===== config.mk =====
export PLATFORM = sky130hd
export DESIGN_NAME = png_row_to_gray8_converter
export DESIGN_NICKNAME = d
export VERILOG_FILES = /design/src/hdl/pngg_pkg.sv /design/src/hdl/png_row_to_gray8_converter.sv /design/src/hdl/pngg_front.sv /design/src/hdl/pngg_queue.sv /design/src/hdl/pngg_back.sv
export SDC_FILE = /design/constraint.sdc
export NUM_CORES = 1
export LEC_CHECK = 0
export BUFFER_PORTS_ARGS = -buffer_cell sky130_fd_sc_hd__buf_2
export CORE_UTILIZATION = 35
export CTS_BUF_LIST = sky130_fd_sc_hd__clkbuf_2 sky130_fd_sc_hd__clkbuf_4 sky130_fd_sc_hd__clkbuf_8
export DETAILED_ROUTE_END_ITERATION = 12
export SYNTH_ARGS = -nofsm -noshare
export SYNTH_HDL_FRONTEND = slang
export SYNTH_SLANG_ARGS = --single-unit

===== constraint.sdc =====
create_clock -name i_clk -period 5.6 [get_ports i_clk]
set_clock_uncertainty 0.1 [all_clocks]
set_input_delay 0.28 -clock i_clk [delete_from_list [all_inputs] [get_ports i_clk]]
set_output_delay 0.28 -clock i_clk [all_outputs]
set_load 0.02 [all_outputs]

===== src/hdl/pngg_pkg.sv =====
// ----------------------------------------------------------------------------
// pngg_pkg
// Shared types, codes and scaling helpers of the row-to-gray8 converter.
// ----------------------------------------------------------------------------
package pngg_pkg;

    // source pixel format codes (code 7 is unused and acts as gray8)
    typedef enum logic [2:0] {
        MODE_GRAY8  = 3'd0,
        MODE_GRAY1  = 3'd1,
        MODE_GRAY2  = 3'd2,
        MODE_GRAY4  = 3'd3,
        MODE_GRAY16 = 3'd4,
        MODE_GA     = 3'd5,
        MODE_RGB565 = 3'd6
    } t_mode;

    // how the back end unpacks one queue entry
    typedef enum logic [1:0] {
        PK_NONE = 2'd0,
        PK_1    = 2'd1,
        PK_2    = 2'd2,
        PK_4    = 2'd3
    } t_pack;

    typedef struct packed {
        t_pack       pack;
        logic [7:0]  data;
    } t_entry;

    localparam int QDEPTH = 4;
    localparam int QPTR_W = $clog2(QDEPTH);
    localparam int QCNT_W = $clog2(QDEPTH + 1);

    typedef struct packed {
        logic              full;
        logic              empty;
        logic [QCNT_W-1:0] level;
    } t_q_status;

    localparam logic [1:0] REG_PIXEL_MODE = 2'd0;
    localparam logic [1:0] REG_ROW_WIDTH  = 2'd1;

    // v * 255 / 31, as 8v + floor(7v / 31)
    function automatic logic [7:0] scale5(input logic [4:0] v);
        logic [2:0] f;
        f = 3'd0;
        if (v >= 5'd5)  f = 3'd1;
        if (v >= 5'd9)  f = 3'd2;
        if (v >= 5'd14) f = 3'd3;
        if (v >= 5'd18) f = 3'd4;
        if (v >= 5'd23) f = 3'd5;
        if (v >= 5'd27) f = 3'd6;
        if (v >= 5'd31) f = 3'd7;
        return {v, 3'b000} + 8'(f);
    endfunction

    // v * 255 / 63, as 4v + floor(v / 21)
    function automatic logic [7:0] scale6(input logic [5:0] v);
        logic [1:0] f;
        f = 2'd0;
        if (v >= 6'd21) f = 2'd1;
        if (v >= 6'd42) f = 2'd2;
        if (v >= 6'd63) f = 2'd3;
        return {v, 2'b00} + 8'(f);
    endfunction

endpackage


===== src/hdl/png_row_to_gray8_converter.sv =====
// ----------------------------------------------------------------------------
// png_row_to_gray8_converter
// An item passes front stages 1 and 2, the queue, the back-end byte register
// and the output register. Throughput: 1 item per cycle in single-pixel modes
// unless stalled; packed gray items give 8, 4 or 2 pixels (fewer at a row end).
// Reset (synchronous, active low) empties the pipeline and queue, clears the
// column count and sets pixel_mode to gray8 and row_width to 1600.
// ----------------------------------------------------------------------------
module png_row_to_gray8_converter import pngg_pkg::*; #(
    parameter int MAX_ROW_WIDTH = 2048
) (
    input  logic        i_clk,
    input  logic        i_rst_n,
    input  logic        i_s_axis_tvalid,
    output logic        o_s_axis_tready,
    input  logic [15:0] i_s_axis_tdata,    // [15:0] sample
    output logic        o_m_axis_tvalid,
    input  logic        i_m_axis_tready,
    output logic [7:0]  o_m_axis_tdata,    // [7:0] gray
    output logic        o_m_axis_tuser,    // [0] last_of_item
    output logic        o_m_axis_tlast,    // row_end
    input  logic        psel,
    input  logic        penable,
    input  logic        pwrite,
    input  logic [2:0]  paddr,
    input  logic [31:0] pwdata,
    output logic [31:0] prdata,
    output logic        pready
);

    logic [2:0]  r_pixel_mode;
    logic [11:0] r_row_width;

    logic        cfg_wr;
    logic [1:0]  cfg_idx;
    logic        push;
    logic        pop;
    t_entry      front_entry;
    t_entry      queue_entry;
    t_q_status   q_status;

    assign pready  = 1'b1;
    assign cfg_wr  = psel && penable && pwrite && pready;
    assign cfg_idx = {1'b0, paddr[2]};

    always_comb begin
        case (cfg_idx)
            REG_ROW_WIDTH: prdata = {20'd0, r_row_width};
            default:       prdata = {29'd0, r_pixel_mode};
        endcase
    end

    always_ff @(posedge i_clk) begin
        if (!i_rst_n) begin
            r_pixel_mode <= MODE_GRAY8;
            r_row_width  <= 12'd1600;
        end else if (cfg_wr) begin
            unique case (cfg_idx)
                REG_PIXEL_MODE: r_pixel_mode <= pwdata[2:0];
                REG_ROW_WIDTH:  r_row_width  <= pwdata[11:0];
                default:        r_pixel_mode <= r_pixel_mode;
            endcase
        end
    end

    pngg_front u_front (
        .i_clk      (i_clk),
        .i_rst_n    (i_rst_n),
        .i_s_tvalid (i_s_axis_tvalid),
        .o_s_tready (o_s_axis_tready),
        .i_s_tdata  (i_s_axis_tdata),
        .i_mode     (r_pixel_mode),
        .o_push     (push),
        .o_entry    (front_entry),
        .i_q_full   (q_status.full)
    );

    pngg_queue u_queue (
        .i_clk    (i_clk),
        .i_rst_n  (i_rst_n),
        .i_push   (push),
        .i_entry  (front_entry),
        .i_pop    (pop),
        .o_entry  (queue_entry),
        .o_status (q_status)
    );

    pngg_back #(
        .MAX_ROW_WIDTH (MAX_ROW_WIDTH)
    ) u_back (
        .i_clk       (i_clk),
        .i_rst_n     (i_rst_n),
        .i_entry     (queue_entry),
        .i_q_empty   (q_status.empty),
        .o_pop       (pop),
        .i_row_width (r_row_width),
        .o_m_tvalid  (o_m_axis_tvalid),
        .i_m_tready  (i_m_axis_tready),
        .o_m_tdata   (o_m_axis_tdata),
        .o_m_tuser   (o_m_axis_tuser),
        .o_m_tlast   (o_m_axis_tlast)
    );

    // a pixel that ends the row always ends its item
    a_row_end_ends_item: assert property (@(posedge i_clk) disable iff (!i_rst_n)
        o_m_axis_tvalid && o_m_axis_tlast |-> o_m_axis_tuser)
        else $error("row end without item end");

    a_queue_bound: assert property (@(posedge i_clk) disable iff (!i_rst_n)
        q_status.level <= QCNT_W'(QDEPTH))
        else $error("queue level above depth");

    a_reset_quiet: assert property (@(posedge i_clk)
        !i_rst_n |=> !o_m_axis_tvalid)
        else $error("output valid right after reset");

    a_no_pop_when_empty: assert property (@(posedge i_clk) disable iff (!i_rst_n)
        q_status.empty |-> !pop)
        else $error("back end popped an empty queue");

endmodule


===== src/hdl/pngg_front.sv =====
// ----------------------------------------------------------------------------
// pngg_front
// Accepts source samples, classifies them by pixel mode and passes all
// through two register stages to the queue, converting single-pixel formats.
// ----------------------------------------------------------------------------
module pngg_front import pngg_pkg::*; (
    input  logic        i_clk,
    input  logic        i_rst_n,
    input  logic        i_s_tvalid,
    output logic        o_s_tready,
    input  logic [15:0] i_s_tdata,     // [15:0] sample
    input  logic [2:0]  i_mode,
    output logic        o_push,
    output t_entry      o_entry,
    input  logic        i_q_full
);

    logic        r_s1_valid;
    t_mode       r_s1_mode;
    logic [7:0]  r_s1_byte;
    logic [15:0] r_s1_x;
    logic [7:0]  r_s1_r;
    logic [7:0]  r_s1_g;
    logic [7:0]  r_s1_b;

    logic        r_s2_valid;
    t_entry      r_s2;

    logic        s1_take;
    logic        s2_take;
    t_mode       in_mode;
    logic [7:0]  n_s1_byte;
    logic [15:0] ga_prod;
    logic [7:0]  na;
    logic [16:0] blend_x;
    logic [16:0] div_sum;
    logic [15:0] wsum;
    t_entry      n_s2;

    assign s2_take    = !r_s2_valid || !i_q_full;
    assign s1_take    = !r_s1_valid || s2_take;
    assign o_s_tready = s1_take;
    assign o_push     = r_s2_valid;
    assign o_entry    = r_s2;
    assign in_mode    = t_mode'(i_mode);

    always_comb begin
        n_s1_byte = (in_mode == MODE_GRAY16) ? i_s_tdata[15:8] : i_s_tdata[7:0];
        // g*a + 255*(255-a), always below 65026
        ga_prod   = 16'(i_s_tdata[15:8]) * 16'(i_s_tdata[7:0]);
        na        = ~i_s_tdata[7:0];
        blend_x   = 17'(ga_prod) + {1'b0, na, 8'h00} - 17'(na);
    end

    always_comb begin
        // exact x/255 for x below 65535
        div_sum = 17'(r_s1_x) + 17'(r_s1_x[15:8]) + 17'd1;
        wsum    = 16'(r_s1_r) * 16'd77 + 16'(r_s1_g) * 16'd151 + 16'(r_s1_b) * 16'd28;
        n_s2.pack = PK_NONE;
        n_s2.data = r_s1_byte;
        unique case (r_s1_mode)
            MODE_GRAY1:  n_s2.pack = PK_1;
            MODE_GRAY2:  n_s2.pack = PK_2;
            MODE_GRAY4:  n_s2.pack = PK_4;
            MODE_GA:     n_s2.data = div_sum[15:8];
            MODE_RGB565: n_s2.data = wsum[15:8];
            default:     n_s2.pack = PK_NONE;
        endcase
    end

    always_ff @(posedge i_clk) begin
        if (!i_rst_n) begin
            r_s1_valid <= 1'b0;
            r_s2_valid <= 1'b0;
        end else begin
            if (s1_take) begin
                r_s1_valid <= i_s_tvalid;
            end
            if (s2_take) begin
                r_s2_valid <= r_s1_valid;
            end
        end
    end

    always_ff @(posedge i_clk) begin
        if (s1_take && i_s_tvalid) begin
            r_s1_mode <= in_mode;
            r_s1_byte <= n_s1_byte;
            r_s1_x    <= blend_x[15:0];
            r_s1_r    <= scale5(i_s_tdata[15:11]);
            r_s1_g    <= scale6(i_s_tdata[10:5]);
            r_s1_b    <= scale5(i_s_tdata[4:0]);
        end
        if (s2_take && r_s1_valid) begin
            r_s2 <= n_s2;
        end
    end

endmodule


===== src/hdl/pngg_queue.sv =====
// ----------------------------------------------------------------------------
// pngg_queue
// Short first-in first-out queue between the front and back ends.
// ----------------------------------------------------------------------------
module pngg_queue import pngg_pkg::*; (
    input  logic      i_clk,
    input  logic      i_rst_n,
    input  logic      i_push,
    input  t_entry    i_entry,
    input  logic      i_pop,
    output t_entry    o_entry,
    output t_q_status o_status
);

    t_entry              r_mem [QDEPTH];
    logic [QPTR_W-1:0]   r_wr_ptr;
    logic [QPTR_W-1:0]   r_rd_ptr;
    logic [QCNT_W-1:0]   r_count;

    logic do_push;
    logic do_pop;

    assign o_status.full  = (r_count == QCNT_W'(QDEPTH));
    assign o_status.empty = (r_count == '0);
    assign o_status.level = r_count;
    assign do_push = i_push && !o_status.full;
    assign do_pop  = i_pop && !o_status.empty;
    assign o_entry = r_mem[r_rd_ptr];

    always_ff @(posedge i_clk) begin
        if (!i_rst_n) begin
            r_wr_ptr <= '0;
            r_rd_ptr <= '0;
            r_count  <= '0;
        end else begin
            if (do_push) begin
                r_wr_ptr <= r_wr_ptr + QPTR_W'(1);
            end
            if (do_pop) begin
                r_rd_ptr <= r_rd_ptr + QPTR_W'(1);
            end
            case ({do_push, do_pop})
                2'b10:   r_count <= r_count + QCNT_W'(1);
                2'b01:   r_count <= r_count - QCNT_W'(1);
                default: r_count <= r_count;
            endcase
        end
    end

    always_ff @(posedge i_clk) begin
        if (do_push) begin
            r_mem[r_wr_ptr] <= i_entry;
        end
    end

endmodule


===== src/hdl/pngg_back.sv =====
// ----------------------------------------------------------------------------
// pngg_back
// Unpacks queued entries into gray pixels, one per cycle unless the output
// is stalled, tracks the column and drives the output register.
// ----------------------------------------------------------------------------
module pngg_back import pngg_pkg::*; #(
    parameter int MAX_ROW_WIDTH = 2048
) (
    input  logic        i_clk,
    input  logic        i_rst_n,
    input  t_entry      i_entry,
    input  logic        i_q_empty,
    output logic        o_pop,
    input  logic [11:0] i_row_width,
    output logic        o_m_tvalid,
    input  logic        i_m_tready,
    output logic [7:0]  o_m_tdata,     // [7:0] gray
    output logic        o_m_tuser,     // [0] last_of_item
    output logic        o_m_tlast      // row_end
);

    localparam int CNT_W = $clog2(MAX_ROW_WIDTH);
    localparam int WW_MIN = $clog2(MAX_ROW_WIDTH + 1);
    localparam int WW = (WW_MIN > 12) ? WW_MIN : 12;

    logic             r_busy;
    logic             r_ov;
    logic [CNT_W-1:0] r_col;
    logic [3:0]       r_left;
    logic [7:0]       r_byte;
    t_pack            r_pack;
    logic [7:0]       r_gray;
    logic             r_item_last;
    logic             r_row_end;

    logic          emit;
    logic          load;
    logic          is_end;
    logic          is_last;
    logic [WW-1:0] eff_w;
    logic [WW-1:0] col_next;
    logic [7:0]    pix;
    logic [7:0]    n_byte;
    logic [3:0]    n_left;

    always_comb begin
        if (i_row_width == 12'd0) begin
            eff_w = WW'(1);
        end else if (WW'(i_row_width) > WW'(MAX_ROW_WIDTH)) begin
            eff_w = WW'(MAX_ROW_WIDTH);
        end else begin
            eff_w = WW'(i_row_width);
        end
        col_next = WW'(r_col) + WW'(1);
        is_end   = (col_next >= eff_w);
        is_last  = is_end || (r_left == 4'd1);
        emit     = r_busy && (!r_ov || i_m_tready);
        load     = !i_q_empty && (!r_busy || (emit && is_last));
    end

    always_comb begin
        case (r_pack)
            PK_1: begin
                pix    = {8{r_byte[7]}};
                n_byte = {r_byte[6:0], 1'b0};
            end
            PK_2: begin
                pix    = {4{r_byte[7:6]}};
                n_byte = {r_byte[5:0], 2'b00};
            end
            PK_4: begin
                pix    = {2{r_byte[7:4]}};
                n_byte = {r_byte[3:0], 4'b0000};
            end
            default: begin
                pix    = r_byte;
                n_byte = r_byte;
            end
        endcase
        case (i_entry.pack)
            PK_1:    n_left = 4'd8;
            PK_2:    n_left = 4'd4;
            PK_4:    n_left = 4'd2;
            default: n_left = 4'd1;
        endcase
    end

    assign o_pop      = load;
    assign o_m_tvalid = r_ov;
    assign o_m_tdata  = r_gray;
    assign o_m_tuser  = r_item_last;
    assign o_m_tlast  = r_row_end;

    always_ff @(posedge i_clk) begin
        if (!i_rst_n) begin
            r_busy <= 1'b0;
            r_ov   <= 1'b0;
            r_col  <= '0;
            r_left <= '0;
        end else begin
            if (emit) begin
                r_ov  <= 1'b1;
                r_col <= is_end ? '0 : CNT_W'(col_next);
            end else if (i_m_tready) begin
                r_ov <= 1'b0;
            end
            if (load) begin
                r_busy <= 1'b1;
                r_left <= n_left;
            end else if (emit) begin
                // drop the rest of a packed byte once the row ends
                if (is_last) begin
                    r_busy <= 1'b0;
                end
                r_left <= r_left - 4'd1;
            end
        end
    end

    always_ff @(posedge i_clk) begin
        if (load) begin
            r_byte <= i_entry.data;
            r_pack <= i_entry.pack;
        end else if (emit) begin
            r_byte <= n_byte;
        end
        if (emit) begin
            r_gray      <= pix;
            r_item_last <= is_last;
            r_row_end   <= is_end;
        end
    end

endmodule

==> impl_metrics.csv <==
group,metric,value,unit
clock_network,cts_root_buf,"clkbuf_8",
worst_hold_path,worstHoldPathType,"input port to flip-flop",
floorplanning,die_area,38600,um^2
placement,gp_congestion,0.821,
detailed_routing,drtIter0Drc,420,
clock_network,clock_latency,0.47,ns
pwr,combPwrFrac,65.8,%
yosys,synth-seq-area-share,33.9,%
clock_network,cts.clk_slew.worst_paths,0.09,ns
yosys,ys_types,70,
critical_path,rr_worst_depth,23,
global_routing,grt_pass1_wl,44.0,mm
global_routing,track_usage,14.3,%
detailed_routing,drc_errors,0,
yosys,avgSynthCellArea,10.7,um^2
detailed_routing,routed_wl,26.6,mm
clock_network,cts_max_level,4,
pwr,switchingPower,3.49,mW
critical_path,start_kind,"flip-flop",
pwr,leakagePower,6.68,nW
pwr,swShare,42.7,%
floorplanning,die_width,197,um
global_routing,overflow,0,
floorplanning,rows,70,
critical_path,reg2reg_from,"u_front.r_s1_b[1]",
pwr,p_clk_share,11.3,%
detailed_routing,viasPerCell,4.70,
final_layout,drive_gt1_share,13.6,%
timing,setup_slack,-0.0608,ns
pwr,p_seq_share,22.9,%
floorplanning,chipHeight,197,um
pwr,vdd_drop_max,0.648,mV
pwr,p_int,4.69,mW
timing,tns,-0.187,ns
placement,postPlaceCellArea,14200,um^2
clock_network,cts_made_buffers,17,
final_layout,fin_nets,1657,
yosys,synth_top_area_cell,"edfxtp_1",
worst_hold_path,min_delay_path_depth,1,
timing,fin_hold_ws,0.106,ns
yosys,ys.flop_type,"edfxtp_1",
yosys,synthTopCellsByArea,"edfxtp_1, fa_1, ha_1",
timing,slew_headroom,28.0,%
status,status,"finished, violations left",
floorplanning,initial_core_util,35.8,%
placement,preCtsSetupSlack,-0.230,ns
critical_path,required,5.72,ns
floorplanning,core,37000,um^2
detailed_routing,vias,8714,
detailed_routing,firstDrtPassIters,5,
critical_path,critical_path_class,"flip-flop to flip-flop",
timing,slew_violations,0,
clock_network,cts_sinks,164,
flow_run,maxCapViolCount,0,
worst_hold_path,worstHoldEndpoint,"u_front.r_s1_g[6]",
timing,finalSetupViolCount,4,
clock_network,cts_tree,"built",
final_layout,layout-area-overhead-vs-synth,12.5,%
timing,finalCritPeriodShare,101,%
global_routing,grt_pass1_vias,8790,
yosys,syn-instance-count,1242,
timing,final.min_clock_period,5.66,ns
timing,fmax,0.177,GHz
final_layout,n_antenna_cell,0,
floorplanning,io_pins,103,
yosys,synth_edf_count,121,
worst_hold_path,hold_path_startpoint,"i_s_axis_tdata[9]",
global_routing,antenna_found_initial,0,
critical_path,regToRegSetupSlack,-0.06,ns
timing,rsz0062_at_grt,"yes",
clock_network,clk_path_buf_depth,2,
critical_path,r2r_end,"u_front.o_entry[5]",
yosys,yosysWarnings,0,
yosys,async_flop_share,0,%
timing,tightest_slew,1.07,ns
placement,portBuffers,59,
timing,hold_violations,0,
yosys,synth_area,13300,um^2
critical_path,cp.arrival,5.78,ns
final_layout,fin_area,14900,um^2
yosys,synth_seq_cells,164,
detailed_routing,wl_per_cell,14.4,um
global_routing,grt_max_degree,52,
placement,dp_hpwl,20.8,mm
pwr,pwr_density_cell,548,nW/um^2
critical_path,path_max_fanout,2,
critical_path,end_kind,"flip-flop",
yosys,synth.top_cell.area_share,27.4,%
detailed_routing,drtAntennaViolNets,0,
status,violations,"setup timing",
cells in the mapped netlist, types with 7 or more instances:
cell type and count:
xor2_1 25, and3_1 11, a21boi_0 11, clkbuf_1 31, ha_1 151, mux2_2 13, a21o_1 9, nand4_1 7
buf_4 21, mux4_2 10, nand4b_1 8, nor2_1 39, o21ai_0 30, nand3_1 25, nand2b_1 8, inv_1 198
xnor2_1 26, a21oi_1 42, o21ai_1 7, nand2_1 117, fa_1 111, nor3_1 10, mux2i_1 12, and2_1 39
edfxtp_1 121, nor2b_1 27, dfxtp_1 43
power by group through the flow:
stage	clock network, mW	logic, mW	registers, mW
3_3_place_gp	0	4.76	1.90
6_report	0.923	5.38	1.88
4_1_cts	0.949	5.17	1.88
5_1_grt	0.993	6.01	1.91
3_5_place_dp	0	4.90	1.90
2_1_floorplan	0	3.53	1.84
flip-flops by register name (all words and copies together) (netlist names), 10 cells and up, named ones only:
signal,cells
u_front.o_entry,10
u_back.r_col,11
u_front.r_s1_x,16
r_row_width,12
u_queue.r_mem,40
worst max-delay path, stage by stage (launching register included):
cell and delay [ns]:
edfxtp_1 0.44, fa_1 0.57, ha_2 0.19, inv_2 0.05, fa_2 0.37, nor2b_1 0.12, o21ai_1 0.07, nand2b_1 0.09
buf_4 0.12, xnor2_2 0.06, fa_1 0.49, inv_2 0.04, fa_1 0.48, inv_2 0.04, fa_1 0.53, inv_2 0.05
ha_4 0.23, and3_4 0.17, a221o_2 0.35, a211oi_4 0.20, buf_4 0.16, o21ai_2 0.05, xor2_1 0.14, a221o_1 0.30
metrics by stage:
step                      total power, mW  instances  utilization, %
after CTS                            8.00       1851            40.2
after detailed placement             6.80       1805            38.5
after global placement               6.66       1805            38.5
after floorplan                      5.37       1262               -
after global routing                 8.91       1854            40.3
final                                8.17       1854            40.3
final cells by class:
class | instances | area, um^2
Inverter | 198 | 743
Fill cell | 3614 | 22000
Clock buffer | 18 | 241
Timing Repair Buffer | 113 | 748
Sequential cell | 164 | 4490
Tap cell | 504 | 631
Multi-Input combinational cell | 843 | 7870
Clock inverter | 14 | 179
per-layer routing:
layer  global-route usage [%]  share of wire (%)  wire length, um  vias up
met5                        0                  0                0        -
met4                     3.07                1.1              280        0
met3                     2.26                2.9              775       22
met2                     24.6                 48            12800      142
met1                     19.0                 48            12700     4248
li1                         -                  -                -     4302
placed cells by master (no fill, tap or decap), types with 27 or more instances in the layout:
cell type    n
inv_1      191
ha_1       147
edfxtp_1   121
nand2_1    117
fa_1       110
buf_2       59
dfxtp_1     43
a21oi_1     41
nor2_1      38
and2_1      38
buf_4       37
o21ai_0     28
nor2b_1     27
worst max-delay path by stage:
| stage | depth (start not counted) | startpoint | to | slack (ns) |
|---|---|---|---|---|
| after floorplan | 23 | u_front.r_s1_b[0] | u_front.o_entry[7] | 0.005 |
| after global placement | 23 | u_front.r_s1_b[2] | u_front.o_entry[7] | -0.09 |
| after detailed placement | 23 | u_front.r_s1_b[2] | u_front.o_entry[7] | -0.23 |
| after CTS | 23 | u_front.r_s1_b[1] | u_front.o_entry[5] | -0.1 |
| after global routing | 25 | u_front.r_s1_b[1] | u_front.o_entry[4] | -0.29 |
| final | 23 | u_front.r_s1_b[1] | u_front.o_entry[5] | -0.06 |
logic make-up after synthesis:
family	after synthesis	share of synthesized area [%]
xor gates and xnor gates	51	3.37
and+or+nand+nor	314	11.9
other	2	0.0567
AOI/OAI and AO/OA	154	7.71
buffers and inverters	255	7.92
adders and majority gates	262	31.0
muxes	40	4.14
DFF	164	33.9
what timing repair did:
item	4_1_cts	5_1_grt
setup endpoints to repair	5	5
hold buffers	13	0
pin swaps	14	12
setup buffers	1	3
resized for setup	15	11
endpoints found under the hold margin	16	0
Note: power is estimated with default switching activity, not from simulation.
